## config.mk

```make
export PLATFORM = sky130hd
export DESIGN_NAME = ssc_skid
export DESIGN_NICKNAME = d
export VERILOG_FILES = /design/src/rtl/ssc_pkg.sv /design/src/rtl/ssc_skid.sv
export SDC_FILE = /design/constraint.sdc
export NUM_CORES = 1
export LEC_CHECK = 0
export ABC_AREA = 1
export BUFFER_PORTS_ARGS = -buffer_cell sky130_fd_sc_hd__buf_2
export CAP_MARGIN = 20
export CORE_MARGIN = 8
export CORE_UTILIZATION = 49
export DETAILED_ROUTE_END_ITERATION = 7
export PLACE_DENSITY = 0.76
export SLEW_MARGIN = 20
export SYNTH_ARGS = -nofsm -noshare
export SYNTH_HDL_FRONTEND = slang
export SYNTH_SLANG_ARGS = --single-unit
```

## constraint.sdc

```tcl
create_clock -name clk_i -period 8.3 [get_ports clk_i]
set_input_delay 1.245 -clock clk_i [delete_from_list [all_inputs] [get_ports clk_i]]
set_output_delay 1.245 -clock clk_i [all_outputs]
set_load 0.1 [all_outputs]
```

## src/rtl/ssc_pkg.sv

```systemverilog
package ssc_pkg;

  localparam int CoordBits = 24;
  localparam int FracBits  = 8;
  localparam int CfgBits   = 13;
  localparam int CfgIdxBits = 1;
  // quotient magnitude saturates at 2**QuotBits
  localparam int QuotBits  = 41;

  typedef enum logic [CfgIdxBits-1:0] {
    CfgHeight = 1'b0,
    CfgWidth  = 1'b1
  } cfg_idx_e;

  typedef struct packed {
    logic signed [CoordBits-1:0] start_x_in;
    logic signed [CoordBits-1:0] start_y_in;
    logic signed [CoordBits-1:0] end_x_in;
    logic signed [CoordBits-1:0] end_y_in;
  } seg_in_t;

  typedef struct packed {
    logic signed [CoordBits-1:0] start_x_out;
    logic signed [CoordBits-1:0] start_y_out;
    logic signed [CoordBits-1:0] end_x_out;
    logic signed [CoordBits-1:0] end_y_out;
    logic                        degenerate;
  } seg_out_t;

endpackage

```

## src/rtl/ssc_skid.sv

```systemverilog
// Two-entry output buffer; room_o comes straight from the fill count.
module ssc_skid (
  input  logic               clk_i,
  input  logic               rst_ni,
  input  logic               push_i,
  input  ssc_pkg::seg_out_t  data_i,
  output logic               room_o,
  output logic               valid_o,
  input  logic               ready_i,
  output ssc_pkg::seg_out_t  data_o
);

  logic [1:0]        cnt_q, cnt_d;
  logic              wp_q, rp_q;
  logic              pop;
  ssc_pkg::seg_out_t mem_q [2];

  assign valid_o = cnt_q != 2'd0;
  assign room_o  = cnt_q != 2'd2;
  assign pop     = valid_o & ready_i;
  assign data_o  = mem_q[rp_q];

  always_comb begin
    cnt_d = cnt_q;
    if (push_i && !pop) begin
      cnt_d = cnt_q + 2'd1;
    end else if (pop && !push_i) begin
      cnt_d = cnt_q - 2'd1;
    end
  end

  always_ff @(posedge clk_i or negedge rst_ni) begin
    if (!rst_ni) begin
      cnt_q <= 2'd0;
      wp_q  <= 1'b0;
      rp_q  <= 1'b0;
    end else begin
      cnt_q <= cnt_d;
      if (push_i) begin
        wp_q <= ~wp_q;
      end
      if (pop) begin
        rp_q <= ~rp_q;
      end
    end
  end

  always_ff @(posedge clk_i) begin
    if (push_i) begin
      mem_q[wp_q] <= data_i;
    end
  end

endmodule

```

==> reports/results.txt <==
reg2reg end -> mem_q[1][42]
CTS sink cnt -> 198
number of DRC violations after detailed routing -> 0
number of global-route vias before repair -> 4749
synthesized instance count -> 534
setup repair after global routing missed its margin -> false
CTS Buf Count -> 17
hold depth -> 2
core region area -> 14500 um^2
Worst EP required -> 7050 ps
startpoint-to-endpoint class of the critical path -> reg -> out
Worst setup EP type -> primary output
r2r setup slk -> 6230 ps
Seq. cell area -> 5930 um^2
sum of overflow across all layers after global routing -> 0
dominant cell type by count on the critical path -> nand2_1
Max stage delay cell, worst path -> inv_4
post-route antenna net violation count -> 0
cell count of the worst reg-to-reg path -> 3
die height -> 138 um
final setup TNS -> 0 ps
critical register-to-register path startpoint -> wp_q
Hold Buf Count CTS -> 0
transition time of the tightest slew-check pin -> 992 ps
CTS tree -> done
metal3 WL -> 1.70 mm
number of search-and-repair iterations in the first detailed-routing pass -> 5
top routing layer in use -> met5
width of the die -> 138 um
buffer type at the clock tree root -> clkbuf_16
number of input and output port buffers inserted -> 199
count of warnings emitted by yosys -> 0
area enclosed by the die boundary -> 19000 um^2
highest cell delay on the worst timing path -> 750 ps
post-layout minimum cycle time -> 3780 ps
Net count, final -> 837
cell row count -> 44
Hold Startpoint -> cnt_q[1]
insertion delay of the later-clocked pin in the worst-skew pair -> 410 ps
mean post-synth cell area -> 13.6 um^2
buffer levels on the longest clock path -> 2
worst-case clock skew -> 6.41 ps
synthesized net count -> 636
data arrival time of the critical path -> 2540 ps
routed length on met1 -> 6.16 mm
most common library cell in the layout ignoring fill and taps -> nand2_1
signed area change from the synthesized netlist to the final layout -> 23.8%
Final Core Density -> 61.9%
hold worst-path end -> cnt_q[1]
number of antenna violations at the first check in global routing -> 2
Cell variety after synth -> 14
share of layout cells above drive strength 1 -> 31.3%
average detailed-routed wire length per instance -> 17.0 um
detailed router's first-iteration violation count -> 322
worst slew slack as a fraction of its limit -> 33.9%
global-route wire length before repair -> 23.7 mm
routed via count -> 4624
vias per inst -> 4.96
Initial Utilization -> 50.0%
dpl cells -> 900
flip-flop and latch count after synthesis -> 198
number of max-cap violations -> 0
synthesized area -> 7270 um^2
overall global routing resource usage -> 16.7%
top-level port count -> 200
total count of max-transition violations in the final report -> 0
sequential cell area fraction in the yosys report -> 81.5%
CP Max Fanout -> 98
final weighted congestion of routability-driven global placement -> 0.768
Max Fclk -> 0.265 GHz
largest net degree at the start of global routing -> 99
highest-count cells in the layout ignoring fill and taps -> 301 x nand2_1, 199 x buf_2, 194 x edfxtp_1, 17 x clkbuf_16, 5 x inv_1
run status -> completed
Max H-tree Level -> 4
startpoint types -> register
CTS clk-pin slew, worst paths -> 70 ps
Routed met2 length -> 7.76 mm
combined area of the multi-input logic cells -> 1190 um^2
classification of the worst-slack hold path -> reg -> reg
Post-CTS Repair Setup Buffers -> 0
Setup Viol. Count Final -> 0
final number of hold-violating endpoints -> 0
fill cell count -> 1124
post-cts repair resize count -> 0
Period Utilization, post-route -> 45.6%
HPWL after detailed placement -> 10.4 mm
post-layout instance count excluding filler cells -> 933
WL final -> 15.9 mm
critical path cell sequence -> inv_4 > nand2_1 > nand2_1 > buf_2
[cell type report]
cell class	count	share of cell area, %
antenna	1	0.0278
clock buffer	20	4.85
clock inverter	12	1.70
inverter	7	0.348
multi-input combinational	308	13.2
sequential	198	65.9
tap	184	2.56
timing repair buffer	203	11.4
[registers in the layout (all words and copies together), names as in the netlist]
name / flops
wp_q: 1
cnt_q: 2
rp_q: 1
mem_q: 194
[per-stage QoR]
stage               hold WS (ps)  area (um^2)  worst slack [ps]
finish                       513         9000              4520
global route                 552         8990              4280
CTS                          514         8990              4460
detailed placement           499         8400              4930
global placement             478         8400              4960
floorplan                    461         7270              2400
[worst max-delay path, delay by kind of cell (launching register included)]
| kind | cells | cell delay, ps |
|---|---|---|
| simple gates | 2 | 250 |
| buf+inv | 2 | 1190 |
| flops | 1 | 620 |
[Yosys cell counts]
cell	number	area, um^2
buf_2	14	70.1
buf_4	4	30.0
buf_6	3	33.8
dfrtp_1	4	100
edfxtp_1	194	5830
ha_1	1	12.5
inv_1	6	22.5
inv_4	1	6.26
nand2_1	301	1130
nand3_1	2	10.0
nand4_1	1	6.26
nor2_1	1	3.75
xnor2_1	1	8.76
xor2_1	1	8.76
[routing by layer]
layer	vias to the layer above	track usage [%]
met5	-	0
met4	2	5.91
met3	26	6.09
met2	209	27.9
met1	2184	19.4
li1	2203	-
[worst max path at each step]
stage | startpoint | end | slack [ps] | depth (start not counted)
finish | rp_q | data_o[91] | 4520 | 4
global route | rp_q | data_o[72] | 4280 | 4
CTS | rp_q | data_o[16] | 4460 | 4
detailed placement | rp_q | data_o[16] | 4930 | 4
global placement | rp_q | data_o[8] | 4960 | 4
floorplan | push_i | mem_q[0][0] | 2400 | 2
[logic make-up (layout without fill, tap and decap cells)]
logic type	count (synthesis)	after routing	share of synthesized area [%]
xor gates and xnor gates	2	2	0.241
adders and majority gates	1	1	0.172
buffers and inverters	28	242	2.24
DFF	198	198	81.5
other	0	1	0
and+or+nand+nor	305	305	15.8
Power is left out: the tool's default activity adds up to more than one toggle a clock period on the data nets, which glitch-free logic cannot reach.
